<file path="src/hdl/srad_pkg.sv">
// Package for the smoke ratio alarm detector: shared types, constants and helpers.
// No dependencies; every other file of the block imports it.
`default_nettype none
package srad_pkg;

    localparam int AVG_MAX = 16;
    localparam int CNT_W = 5;
    localparam int SUM_W = 36;
    localparam int DVD_W = 60;
    localparam int DVS_W = 32;
    localparam int STEP_W = 6;
    localparam int QUEUE_DEPTH = 2;

    localparam logic [31:0] PLAUS_LOW = 32'd100;
    localparam logic [31:0] PLAUS_HIGH = 32'd200000000;
    localparam logic [31:0] BASE_DEFAULT = 32'd335544;

    // Register indexes on the configuration port.
    localparam logic [2:0] REG_SMOOTHING = 3'd0;
    localparam logic [2:0] REG_WARMUP = 3'd1;
    localparam logic [2:0] REG_GUARD = 3'd2;
    localparam logic [2:0] REG_THRESHOLD = 3'd3;
    localparam logic [2:0] REG_PERSIST_ON = 3'd4;
    localparam logic [2:0] REG_PERSIST_OFF = 3'd5;
    localparam logic [2:0] REG_FLAGS = 3'd6;
    localparam logic [2:0] REG_GAIN = 3'd7;

    localparam int MODE_TRANSMISSIVE = 0;
    localparam int MODE_LOCK = 1;

    typedef struct packed {
        logic [15:0] smoothing_weight;
        logic [7:0]  warmup_count;
        logic [31:0] adapt_guard;
        logic [31:0] score_threshold;
        logic [7:0]  persist_on;
        logic [7:0]  persist_off;
        logic [1:0]  mode_flags;
        logic [15:0] gain_correction;
    } cfg_t;

    // One finished averaging group handed from the front to the back.
    typedef struct packed {
        logic [SUM_W-1:0] blue_sum;
        logic [SUM_W-1:0] ir_sum;
        logic [CNT_W-1:0] count;
    } grp_t;

    function automatic logic plausible(input logic [31:0] v);
        return (v > PLAUS_LOW) && (v < PLAUS_HIGH);
    endfunction

endpackage
`default_nettype wire

</file>
<file path="src/hdl/srad_front.sv">
// Front end: halfword order decision and group accumulation.
// Depends on srad_pkg; pushes finished groups into srad_queue.
`default_nettype none
module srad_front import srad_pkg::*; (
    input  wire logic        aclk,
    input  wire logic        aresetn,
    input  wire logic        s_valid,
    output logic             s_ready,
    input  wire logic [15:0] s_word0,
    input  wire logic [15:0] s_word1,
    input  wire logic [15:0] s_word2,
    input  wire logic [15:0] s_word3,
    input  wire logic        s_group_end,
    input  wire logic        q_full,
    output logic             q_push,
    output grp_t             q_data
);

    logic             order_decided_reg;
    logic             swap_halves_reg;
    logic [SUM_W-1:0] blue_sum_reg;
    logic [SUM_W-1:0] ir_sum_reg;
    logic [CNT_W-1:0] count_reg;

    logic             accept;
    logic             swap_now;
    logic [31:0]      blue_val;
    logic [31:0]      ir_val;
    logic [SUM_W-1:0] blue_next;
    logic [SUM_W-1:0] ir_next;
    logic [CNT_W-1:0] count_next;
    logic             group_done;
    logic             ba_ok;
    logic             ab_ok;

    assign s_ready = !q_full;
    assign accept = s_valid && s_ready;

    always_comb begin
        ba_ok = plausible({s_word1, s_word0}) && plausible({s_word3, s_word2});
        ab_ok = plausible({s_word0, s_word1}) && plausible({s_word2, s_word3});
        swap_now = order_decided_reg ? swap_halves_reg : (ba_ok || !ab_ok);
        blue_val = swap_now ? {s_word1, s_word0} : {s_word0, s_word1};
        ir_val = swap_now ? {s_word3, s_word2} : {s_word2, s_word3};
        blue_next = blue_sum_reg + {{(SUM_W-32){1'b0}}, blue_val};
        ir_next = ir_sum_reg + {{(SUM_W-32){1'b0}}, ir_val};
        count_next = count_reg + CNT_W'(1);
        group_done = s_group_end || (count_next == CNT_W'(AVG_MAX));
    end

    assign q_push = accept && group_done;
    assign q_data = '{blue_sum: blue_next, ir_sum: ir_next, count: count_next};

    always_ff @(posedge aclk) begin
        if (!aresetn) begin
            order_decided_reg <= 1'b0;
            swap_halves_reg <= 1'b1;
            blue_sum_reg <= '0;
            ir_sum_reg <= '0;
            count_reg <= '0;
        end else if (accept) begin
            order_decided_reg <= 1'b1;
            swap_halves_reg <= swap_now;
            if (group_done) begin
                blue_sum_reg <= '0;
                ir_sum_reg <= '0;
                count_reg <= '0;
            end else begin
                blue_sum_reg <= blue_next;
                ir_sum_reg <= ir_next;
                count_reg <= count_next;
            end
        end
    end

endmodule
`default_nettype wire

</file>
<file path="config.mk">
export PLATFORM = sky130hd
export DESIGN_NAME = srad_front
export DESIGN_NICKNAME = d
export VERILOG_FILES = /design/src/hdl/srad_pkg.sv /design/src/hdl/srad_front.sv
export SDC_FILE = /design/constraint.sdc
export NUM_CORES = 1
export LEC_CHECK = 0
export BUFFER_PORTS_ARGS = -buffer_cell sky130_fd_sc_hd__buf_2
export CAP_MARGIN = 20
export CORE_UTILIZATION = 40
export DETAILED_ROUTE_END_ITERATION = 6
export SLEW_MARGIN = 20
export SYNTH_ARGS = -nofsm -noshare
export SYNTH_HDL_FRONTEND = slang
export SYNTH_SLANG_ARGS = --single-unit
</file>
<file path="constraint.sdc">
create_clock -name aclk -period 7.5 [get_ports aclk]
set_input_delay 1.5 -clock aclk [delete_from_list [all_inputs] [get_ports aclk]]
set_output_delay 1.5 -clock aclk [all_outputs]
set_load 0.05 [all_outputs]
</file>
After elaboration in Yosys (flattened, before gate mapping)
Cells that the tools add are included.
{ "totals": {"reg_bits": 79, "elab_cells": 35, "output_inout_bits": 79, "in_bits": 69} }
{ "classes": {"n_mux": 6, "magnitude_cmp": 8, "add_sub_neg": 3, "reduce_logical": 12, "n_eq_ne": 1} }
{ "op_table": {"columns": ["cell", "count"], "rows": [
  ["32-bit by 7-bit > comparator with 1-bit output (second input constant)", 4],
  ["32-bit by 28-bit < comparator with 1-bit output (second input constant)", 4],
  ["36-bit by 32-bit adder with 36-bit output", 2],
  ["36-bit two-way mux", 2],
  ["32-bit two-way mux", 2],
  ["1-bit logical AND", 8],
  ["5-bit by 1-bit adder with 5-bit output (second input constant)", 1],
  ["5-bit == test (second input constant)", 1],
  ["5-bit two-way mux", 1],
  ["1-bit zero test", 2],
  ["1-bit logical OR", 2],
  ["1-bit two-way mux", 1]
]} }

Depth between registers and ports, before layout
Gate-level depths: netlist of the first run.
{ "depth": {"ltp_word": 9, "mapped_depth": 23, "depth_no_buf": 20} }

Worst setup path before layout of the first run
OpenSTA, ideal clock, no wires.
{ "synth_path": {"path_kind": "input port to output port", "startpoint": "input s_word3[15]", "endpoint": "output q_data[67] (netlist name)", "setup_slack_ns": 0.044, "n_path_buf": 3, "arrival_time_ns": 5.956, "cell_stages": 19, "cell_sequence": "nor4_1 > nand4_1 > a311oi_1 > a311oi_1 > a31oi_1 > buf_2 > buf_4 > mux2_2 > ha_1 > inv_1 > fa_1 > nand2b_1 > a21oi_1 > o211ai_1 > and3_1 > buf_6 > a211o_1 > a21oi_1 > o311ai_1"} }
{ "synth_rtl": {"columns": ["item", "line_no", "text"], "rows": [
  ["from (decl)", "srad_front.sv:12", "input wire logic [15:0] s_word3,"],
  ["to (decl)", "srad_front.sv:16", "output grp_t q_data"]
]} }

==> results of run 1 <==
==> critical path, cell delays in order <==
cell	delay, ns
buf_2	0.12
nor4_1	0.31
buf_4	0.18
nand4_1	0.13
a31oi_1	0.26
a311oi_2	0.17
a31oi_4	0.27
buf_12	0.14
buf_12	0.10
mux2_2	0.35
ha_4	0.27
buf_4	0.11
o211ai_1	0.12
a21oi_4	0.17
buf_4	0.14
nor2_1	0.08
o31ai_4	0.22
a21boi_2	0.11
o211a_1	0.25
o41ai_2	0.37
xor2_1	0.23
buf_4	0.23
==> timing repair <==
action,in CTS,in global routing
setup buffers,0,12
gates resized for setup,10,111
pin swaps,0,37
endpoints found under the hold margin,0,0
setup endpoints to repair,23,33
gates cloned,0,0
==> how the worst max path moves through the flow <==
stage	slack [ns]	cells past startpoint	from	to
after floorplan	0.04	19	s_word3[15]	q_data[67]
after global placement	0.02	19	s_word3[15]	q_data[69]
after detailed placement	-0.15	20	s_word3[15]	q_data[69]
after CTS	0.006	19	s_word3[15]	q_data[69]
after global routing	-0.07	21	s_word1[7]	q_data[19]
final	0.16	22	s_word1[7]	q_data[29]
==> metrics by stage <==
stage	setup TNS [ns]	hold WS (ns)	setup WS (ns)	cell area, µm²	instances
6_report	0	0.469	0.160	10500	1459
5_1_grt	-0.436	0.494	-0.0702	10500	1459
4_1_cts	0	0.474	0.00564	9910	1446
3_5_place_dp	-0.954	0.464	-0.154	9550	1430
3_3_place_gp	0	0.458	0.0197	9550	1430
2_1_floorplan	0	0.445	0.0436	7810	943
==> synthesized netlist by cell type, types with 18 or more instances <==
master	instances	area share [%]
xor2_1	24	2.7
ha_1	66	11
inv_1	22	1.1
dfxtp_1	79	20
nand3_1	31	2.0
mux2_2	50	7.2
xnor2_1	40	4.5
nand4_1	19	1.5
nor3_1	22	1.4
nor2_1	60	2.9
a22oi_1	18	1.7
clkbuf_1	24	1.2
nor2b_1	24	1.9
a21o_1	25	2.4
nand2_1	70	3.4
a22o_1	36	4.0
a21oi_1	80	5.1
o21ai_0	32	2.0
==> cells by family after synthesis <==
kind of cell	Yosys count	synth area share [%]
buffers and inverters	71	5.38
xor gates and xnor gates	64	7.17
muxes	69	9.87
DFF	79	20.2
adders and majority gates	68	11.1
AOI/OAI and AO/OA	314	28.5
and+or+nand+nor	278	17.7
==> routing by layer <==
| layer | wire [µm] | vias to the layer above | share of wire, % | global-route usage (%) |
|---|---|---|---|---|
| met5 | 0 | - | 0 | 0 |
| met4 | 606 | 0 | 2.2 | 6.90 |
| met3 | 1410 | 49 | 5.1 | 3.88 |
| met2 | 12900 | 271 | 47 | 44.7 |
| met1 | 12600 | 3962 | 46 | 36.4 |
| li1 | - | 4054 | - | - |
==> layout make-up <==
| type | instances | share of cell area, % |
|---|---|---|
| antenna | 1 | 0.0237 |
| sequential | 79 | 15.0 |
| clock inverter | 2 | 0.356 |
| inverter | 24 | 0.854 |
| tap | 260 | 3.08 |
| timing repair buffer | 286 | 17.9 |
| multi-input combinational | 793 | 60.2 |
| clock buffer | 14 | 2.60 |
==> power by group <==
part	switching, W	internal [W]
Combinational	0.000459	0.000246
Clock	0.000192	0.000286
Sequential	0.0000112	0.000434
Total	0.000662	0.000966
==> cells in the final DEF (no fill, tap or decap), types with 11 or more instances in the layout <==
cell type and instances:
nand2_1 69, ha_1 45, a21oi_1 64, a21o_1 25, inv_1 22, nor3_1 20, a22oi_1 18, nand2b_1 13
o21ai_0 29, o21a_1 11, mux2_2 49, buf_2 129, o211ai_1 13, nor2_1 52, dfxtp_1 79, a21oi_2 19
buf_4 146, a22o_1 36, xor2_1 24, nor2b_1 24, xnor2_1 39, nand3_1 31, mux2_1 14, ha_4 15
a21boi_0 13, nand4_1 19
==> key figures, run 1 <==
Synthesis
  • Count of different cell masters after synthesis: 85
  • Async SR Flop Fraction: 0%
  • Main synth FF type: dfxtp_1
  • #FFs+latches synth: 79
  • Synth Area per Inst: 8.28 µm²
  • Register area share after synthesis: 20.2%
  • Net Count, Synth: 1,080
  • Synth warnings: 0
  • Cell count after synthesis: 943
  • Synthesized area: 7810 µm²
  • Post-synth EDFFs: 0

Global route
  • Total grt overflow: 0
  • Global Route Usage Sum: 26.9%
  • Initial antenna violation count: 1
  • Vias in the first global route: 7,751
  • Largest net degree at the start of global routing: 46
  • First-pass GRT wire length: 41,800 µm

Clocking
  • CTS Buf Count: 9
  • Clock sinks: 79
  • CTS root buf: clkbuf_16
  • Clk slew on worst S/H paths: 0.06 ns
  • Worst skew pair latency: 0.35 ns
  • # hold bufs at CTS: 0
  • Clock buffer depth: 2
  • H-tree levels: 3
  • TritonCTS clock tree: done

Timing
  • Final Hold Fails: 0
  • Minimum clock period: 7.34 ns
  • Tcrit/Tclk final: 97.9%
  • Final max-slew violation count: 0
  • Unrepaired setup endpoints after global routing: yes
  • Clk_skew: 0.00647 ns
  • Relative slew margins: 33.7%
  • Fmax: 136 MHz
  • Tightest Pin Transition: 0.994 ns
  • Count of final setup violators: 0

Critical path
  • Worst Setup Path Type: in2out
  • Setup crit end kind: output port
  • Worst R2R Start: swap_halves_reg
  • Reg-to-reg setup timing slack: 3.09 ns
  • Critical Path Source Type: input port
  • R2R depth: 21
  • WP data arrival: 5.84 ns
  • R2r endpoint: ir_sum_reg[24]
  • Crit Path Max Fanout: 5
  • CP Data Required Time: 6.00 ns

Cells and area
  • Multi-input logic area: 6350 µm²
  • Fin util: 55.8%
  • Area delta synth->final: 35.0%
  • Fraction of layout cells with a size suffix above 1: 37.7%
  • Register Area: 1580 µm²
  • Layout Nets: 1,330
  • Fillers: 1,851

Power and ir drop
  • Cell Pwr Density: 154 nW/µm²
  • Leakage: 4.60 nW
  • Post-route total power: 0.00163 W
  • Peak supply drop: 0.107 mV

Flow run
  • MaxCap Viol Count: 0

Min path
  • Hold Path Sink: ir_sum_reg[0]
  • Worst Hold Launch: ir_sum_reg[0]
  • HP Class: reg2reg
  • WHS Path Cells: 2

Drt
  • Post-route ant nets: 0
  • Routed WL: 27,600 µm
  • TritonRoute pass-1 iters: 5
  • DR iter-0 viols: 558
  • Via/cell ratio: 5.71
  • DRC Markers: 0
  • DR WL/cell: 18.9 µm
  • Via Count: 8,336

Floorplanning
  • Die H: 142 µm
  • Die ar.: 20,100 µm²
  • Num rows: 50
  • Die width: 142 µm
  • Initial Util: 41.4%
  • # IOs: 148
  • Core ar.: 18,900 µm²

Placement
  • Input/output buffers: 147
  • GPL Wtd Cong: 0.972
  • Detailed Place HPWL: 20,900 µm

Status
  • Outcome: finished clean
Power figures use the tool's default switching activity.
==> inputs of run 2 (changes only) <==
--- a/config.mk
+++ b/config.mk
@@ -7,8 +7,9 @@
 export LEC_CHECK = 0
 export BUFFER_PORTS_ARGS = -buffer_cell sky130_fd_sc_hd__buf_2
 export CAP_MARGIN = 20
-export CORE_UTILIZATION = 40
+export CORE_UTILIZATION = 45
 export DETAILED_ROUTE_END_ITERATION = 6
+export PLACE_DENSITY = 0.67
 export SLEW_MARGIN = 20
 export SYNTH_ARGS = -nofsm -noshare
 export SYNTH_HDL_FRONTEND = slang
==> run 2 against run 1 <==
  * Non-clock buffer count rose by 18
  * Clock skew rose by 0.0065 ns
  * Register-to-register slack got worse by 0.18 ns
  * Clock-buffer cell count fell by 5
  * Total power fell by 1.2%
  * Largest cell class unchanged
==> key figures, run 2 (synthesis gave the netlist of run 1 again) <==
Placement
  • Area post-placement: 9580 µm² (+0.29%)
  • Detailed Place HPWL: 20,300 µm (-2.6%)
  • Input/output buffers: 147 (unchanged)
  • GPL Wtd Cong: 1.01 (+3.8%)

Timing
  • Hold_ws: 0.466 ns (-0.00313 ns)
  • Fmax: 134 MHz (-1.3%)
  • Tightest Pin Transition: 0.902 ns (-0.0917 ns)
  • Minimum clock period: 7.44 ns (+0.100 ns)
  • Relative slew margins: 39.8% (+6.1 points)
  • Clk_skew: 0.0129 ns (+0.00647 ns)
  • Setup TNS: 0 ns (unchanged)
  • Final max-slew violation count: 0 (unchanged)
  • Tcrit/Tclk final: 99.2% (+1.3 points)
  • Final Hold Fails: 0 (unchanged)
  • Count of final setup violators: 0 (unchanged)

Drt
  • DR WL/cell: 18.9 µm (+0.17%)
  • Post-route ant nets: 0 (unchanged)
  • Via Count: 8,509 (+2.1%)
  • DRC Markers: 0 (unchanged)
  • Via/cell ratio: 5.93 (+3.7%)
  • TritonRoute pass-1 iters: 5 (unchanged)
  • Routed WL: 27,200 µm (-1.4%)
  • DR iter-0 viols: 649 (+16%)

Power and ir drop
  • Clk pwr share: 27.1% (-2.2 points)
  • Switching share of total power: 42.6% (+2.0 points)
  • Peak supply drop: 0.115 mV (+7.7%)
  • NetSw: 0.000686 W (+3.6%)
  • Flop pwr share: 27.7% (+0.3 points)
  • Cell Pwr Density: 150 nW/µm² (-2.8%)
  • Combinational share of power: 45.2% (+1.9 points)
  • Leakage: 4.70 nW (+2.1%)
  • Int Power: 0.000923 W (-4.5%)

Clocking
  • Clock sinks: 79 (unchanged)
  • Worst skew pair latency: 0.36 ns (about the same)
  • TritonCTS clock tree: done
  • CTS Buf Count: 9 (unchanged)
  • Clock buffer depth: 2 (unchanged)
  • Clk slew on worst S/H paths: 0.06 ns (about the same)
  • H-tree levels: 3 (unchanged)
  • # hold bufs at CTS: 0 (unchanged)
  • CTS root buf: clkbuf_16

Critical path
  • WP data arrival: 5.94 ns (+0.10 ns)
  • Slowest CP cell: mux2_2
  • CP cell instances: buf_6 -> nor3_2 -> buf_4 -> a21oi_4 -> o31ai_4 -> o21ai_1 -> nor4_1 -> a21oi_1 -> a31oi_4 -> buf_6 -> buf_6 -> buf_12 -> mux2_2 -> ha_4 -> a21oi_1 -> o221ai_1 -> a21o_1 -> a31o_4 -> a31oi_4 -> nor4_4 -> nor3b_4 -> nor2_1 -> xor2_1 -> buf_4
  • R2R depth: 22 (+4.8%)
  • Max stage delay on crit path: 0.36 ns (about the same)
  • Reg-to-reg setup timing slack: 2.91 ns (-0.18 ns)
  • Cell mode on critical path: buf_6
  • Critical Path Source Type: input port
  • R2r endpoint: blue_sum_reg[21]
  • CP Data Required Time: 6.00 ns (about the same)
  • Worst R2R Start: swap_halves_reg
  • Worst Setup Path Type: in2out
  • Setup crit end kind: output port
  • Crit Path Max Fanout: 9 (+4)

Cells and area
  • Layout Nets: 1,348 (+1.4%)
  • Commonest non-fill, non-tap cell in the layout: buf_4
  • Area delta synth->final: 37.3%
  • Commonest non-fill, non-tap cells in the layout: buf_4, buf_2, dfxtp_1
  • Fraction of layout cells with a size suffix above 1: 39.3% (+1.6 points)
  • # diodes: 0 (-1)
  • Finished Cell Area: 10,700 µm² (+1.7%)

Floorplanning
  • Initial Util: 46.6% (+5.3 points)
  • Core ar.: 16,800 µm² (-11%)
  • Die H: 134 µm (-5.6%)
  • Num rows: 47 (-6.0%)
  • # IOs: 148 (unchanged)
  • Die ar.: 17,900 µm² (-11%)
  • Die width: 134 µm (-5.6%)

Global route
  • First-pass GRT wire length: 41,100 µm (-1.8%)
  • Total grt overflow: 0 (unchanged)
  • Global Route Usage Sum: 28.9% (+2.0 points)
  • Initial antenna violation count: 0 (-1)
  • Largest net degree at the start of global routing: 51 (+11%)
  • Vias in the first global route: 8,100 (+4.5%)

Min path
  • WHS Path Cells: 2 (unchanged)
  • Hold Path Sink: blue_sum_reg[5]
  • HP Class: reg2reg
  • Worst Hold Launch: blue_sum_reg[5]

Status
  • Outcome: finished clean

Flow run
  • MaxCap Viol Count: 0 (unchanged)
## run 2: changes by cell type in the layout (fill, tap and decap cells not counted), moves of 4 or more
| cell | before | now |
|---|---|---|
| buf_4 | 146 | 161 |
| buf_6 | 2 | 8 |
| ha_1 | 45 | 37 |
| ha_4 | 15 | 20 |
| mux2_2 | 49 | 45 |
| mux2_4 | 1 | 6 |
## run 2: worst max-delay path by stage
stage | startpoint | to | slack [ns]
3_3_place_gp | s_word3[10] | q_data[39] | -0.05
6_report | s_word3[9] | q_data[74] | 0.06
4_1_cts | s_word1[0] | q_data[39] | 0.01
5_1_grt | s_word3[9] | q_data[66] | -0.12
3_5_place_dp | s_word3[10] | q_data[39] | -0.11
2_1_floorplan | s_word3[15] | q_data[67] | 0.04
## run 2: metrics by stage
step | total power (W) | std cells | setup WS, ns | util [%]
after detailed placement | 0.00112 | 1402 | -0.114 | 57.2
after floorplan | 0.000905 | 943 | 0.0436 | -
after global placement | 0.00111 | 1402 | -0.0492 | 57.2
after global routing | 0.00167 | 1436 | -0.118 | 64.0
final | 0.00161 | 1436 | 0.0599 | 64.0
after CTS | 0.00155 | 1418 | 0.0140 | 59.0
## run 2: final cells by class
cell class,instances,area (µm²)
Clock buffer,9,225
Clock inverter,7,47.5
Fill cell,1446,6040
Inverter,24,90.1
Multi-Input combinational cell,793,6460
Sequential cell,79,1580
Tap cell,220,275
Timing Repair Buffer,304,2040
## run 2: power by group through the flow
| stage | registers, W | logic (W) | clock network, W |
|---|---|---|---|
| after floorplan | 0.000450 | 0.000455 | 0 |
| after global placement | 0.000453 | 0.000662 | 0 |
| after detailed placement | 0.000453 | 0.000663 | 0 |
| after CTS | 0.000443 | 0.000670 | 0.000440 |
| after global routing | 0.000447 | 0.000769 | 0.000457 |
| final | 0.000446 | 0.000728 | 0.000436 |
## run 2: layer usage
metal / global-route usage (%) / vias to the layer above / part of all wire, %
li1: - / 4094 / -
met3: 5.06 / 55 / 6.6
met1: 37.5 / 4012 / 44
met4: 12.2 / 0 / 3.0
met2: 47.0 / 348 / 47
met5: 0 / - / 0
## run 2: what timing repair did
item | CTS | global route
gates resized for setup | 12 | 136
setup buffers | 0 | 19
pin swaps | 0 | 50
hold endpoints to repair | 0 | 0
setup endpoints to repair | 16 | 33
## run 2: worst max-delay path, delay by kind of cell
family	cells	cell delay, ns
compound gates	10	1.86
simple gates	5	0.93
buf+inv	6	0.87
mux	1	0.36
fa+ha+maj	1	0.23
xor+xnor	1	0.16
==> inputs of run 3 (changes only) <==
--- a/config.mk
+++ b/config.mk
@@ -7,9 +7,9 @@
 export LEC_CHECK = 0
 export BUFFER_PORTS_ARGS = -buffer_cell sky130_fd_sc_hd__buf_2
 export CAP_MARGIN = 20
-export CORE_UTILIZATION = 45
+export CORE_UTILIZATION = 58
 export DETAILED_ROUTE_END_ITERATION = 6
-export PLACE_DENSITY = 0.67
+export PLACE_DENSITY = 0.83
 export SLEW_MARGIN = 20
 export SYNTH_ARGS = -nofsm -noshare
 export SYNTH_HDL_FRONTEND = slang
==> constraint.sdc (replaced) <==
create_clock -name aclk -period 8.4 [get_ports aclk]
set_input_delay 1.68 -clock aclk [delete_from_list [all_inputs] [get_ports aclk]]
set_output_delay 1.68 -clock aclk [all_outputs]
set_load 0.05 [all_outputs]
==> run 3 against run 2 <==
  * Global-route usage up 5.9 points
  * Sequential cell count did not move
  * Largest cell class unchanged
  * Via count fell by 5.9%
  * Critical path type unchanged
  * Register-to-register slack better by 0.81 ns
  * Largest power group unchanged
  * Design area decreased by 17%
  * Clock skew shrank 0.0040 ns
  * Utilization up 3.3 points
  * Total power is 18% lower
  * Critical path depth is 2 lower
==> key figures, run 3 (synthesis gave the netlist of run 1 again) <==
Status
  • Outcome: finished clean

Critical path
  • R2r endpoint: ir_sum_reg[34]
  • Worst Setup Path Type: in2out
  • CP Data Required Time: 6.72 ns (+0.72 ns)
  • Setup crit end kind: output port
  • R2R depth: 19 (-14%)
  • WP data arrival: 6.43 ns (+0.49 ns)
  • Worst R2R Start: swap_halves_reg
  • Reg-to-reg setup timing slack: 3.72 ns (+0.81 ns)
  • Crit Path Max Fanout: 22 (+13)
  • Critical Path Source Type: input port

Timing
  • Clk_skew: 0.00898 ns (-0.00396 ns)
  • Final Hold Fails: 0 (unchanged)
  • Final max-slew violation count: 0 (unchanged)
  • Tcrit/Tclk final: 96.5%
  • Tightest Pin Transition: 0.889 ns (-0.0135 ns)
  • Relative slew margins: 40.7% (+0.90 points)
  • Fmax: 123 MHz
  • Slack of the critical path: 0.293 ns (+0.234 ns)
  • Minimum clock period: 8.11 ns
  • Count of final setup violators: 0 (unchanged)

Floorplanning
  • Num rows: 42 (-11%)
  • Die ar.: 13,900 µm² (-22%)
  • # IOs: 148 (unchanged)
  • Die H: 118 µm (-12%)
  • Core ar.: 13,200 µm² (-21%)
  • Die width: 118 µm (-12%)
  • Initial Util: 59.2% (+13 points)

Drt
  • Post-route ant nets: 0 (unchanged)
  • Routed WL: 24,100 µm (-11%)
  • Via/cell ratio: 6.43 (+8.5%)
  • Via Count: 8,003 (-5.9%)
  • DRC Markers: 0 (unchanged)
  • TritonRoute pass-1 iters: 5 (unchanged)
  • DR iter-0 viols: 801 (+23%)
  • DR WL/cell: 19.4 µm (+2.4%)

Cells and area
  • Area delta synth->final: 13.6%
  • Register Area: 1580 µm² (unchanged)
  • Layout Nets: 1,202 (-11%)
  • Commonest non-fill, non-tap cells in the layout: buf_2, dfxtp_1, a21oi_1
  • # diodes: 0 (unchanged)
  • Commonest non-fill, non-tap cell in the layout: buf_2
  • Fillers: 1,141 (-21%)
  • Fraction of layout cells with a size suffix above 1: 23.7% (-16 points)
  • Multi-input logic area: 5860 µm² (-9.3%)
  • Finished Cell Area: 8880 µm² (-17%)

Power and ir drop
  • Peak supply drop: 0.0899 mV (-22%)
  • Leakage: 3.89 nW (-17%)
  • Cell Pwr Density: 148 nW/µm² (-1.3%)
  • Post-route total power: 0.00132 W (-18%)

Clocking
  • H-tree levels: 3 (unchanged)
  • CTS root buf: clkbuf_16
  • CTS Buf Count: 9 (unchanged)
  • Clock sinks: 79 (unchanged)
  • TritonCTS clock tree: done
  • Clk slew on worst S/H paths: 0.06 ns (about the same)
  • Clock buffer depth: 2 (unchanged)
  • Worst skew pair latency: 0.35 ns (about the same)

Min path
  • WHS Path Cells: 2 (unchanged)
  • HP Class: reg2reg
  • Worst Hold Launch: ir_sum_reg[3]
  • Hold Path Sink: ir_sum_reg[3]

Global route
  • Total grt overflow: 0 (unchanged)
  • Global Route Usage Sum: 34.9% (+5.9 points)
  • Initial antenna violation count: 0 (unchanged)
  • First-pass GRT wire length: 38,800 µm (-5.6%)
  • Largest net degree at the start of global routing: 51 (unchanged)
  • Vias in the first global route: 7,651 (-5.5%)

Placement
  • Detailed Place HPWL: 18,100 µm (-11%)
  • GPL Wtd Cong: 1.03 (+1.7%)
  • Input/output buffers: 147 (unchanged)
  • Area post-placement: 8550 µm² (-11%)
  • Pre-CTS setup slack: 0.245 ns (+0.359 ns)

Flow run
  • MaxCap Viol Count: 0 (unchanged)
-- run 3: layer usage --
| layer | vias up | wire length, µm | GRT usage [%] |
|---|---|---|---|
| met2 | 368 | 11100 | 55.9 |
| met1 | 3772 | 10300 | 44.9 |
| met5 | - | 0 | 0 |
| met4 | 0 | 950 | 16.8 |
| li1 | 3792 | - | - |
| met3 | 71 | 1740 | 6.44 |
-- run 3: worst max-delay path by stage --
stage	startpoint	to	slack, ns	cells after the start
2_1_floorplan	s_word3[15]	q_data[67]	0.58	19
4_1_cts	s_word3[11]	q_data[39]	0.22	21
3_3_place_gp	s_word0[14]	q_data[39]	0.40	20
6_report	s_word3[10]	q_data[29]	0.29	22
5_1_grt	s_word3[10]	q_data[39]	-0.10	23
3_5_place_dp	s_word3[11]	q_data[39]	0.25	21
-- run 3: worst max-delay path: stages --
cell and delay (ns):
buf_2 0.14, nor3_2 0.22, a21oi_1 0.12, o31ai_1 0.32
o21ai_0 0.20, nor4_1 0.22, a21oi_1 0.11, a31oi_4 0.26
buf_12 0.21, mux2_2 0.17, ha_1 0.19, inv_1 0.07
fa_1 0.39, nand2b_1 0.19, a21oi_2 0.22, nor2_1 0.12
o31ai_4 0.33, a21boi_1 0.16, o211a_1 0.26, o41ai_2 0.34
xor2_1 0.21, buf_2 0.29
-- run 3: area by class of cell --
cell class,instances,share of cell area [%]
multi-input combinational,793,66.0
sequential,79,17.8
timing repair buffer,158,9.55
clock buffer,12,2.89
tap,176,2.48
inverter,24,1.01
clock inverter,3,0.211
-- run 3: what timing repair did --
| item | CTS | global route |
|---|---|---|
| buffers inserted | 0 | 1 |
| gates resized for setup | 0 | 9 |
| setup endpoints to repair | 0 | 11 |
| hold buffers | 0 | 0 |
-- run 3: stage by stage --
step                      util, %  setup TNS (ns)  hold slack, ns  std cells
after global placement       64.8               0           0.457       1229
final                        67.3               0           0.468       1245
after global routing         67.3          -0.103           0.497       1245
after CTS                    66.9               0           0.470       1244
after detailed placement     64.8               0           0.462       1229
after floorplan                 -               0           0.445        943
-- run 3: power breakdown --
part	internal [W]	switching (W)
combinational	0.000159	0.000381
clock	0.000214	0.000164
sequential	0.000388	0.00000865
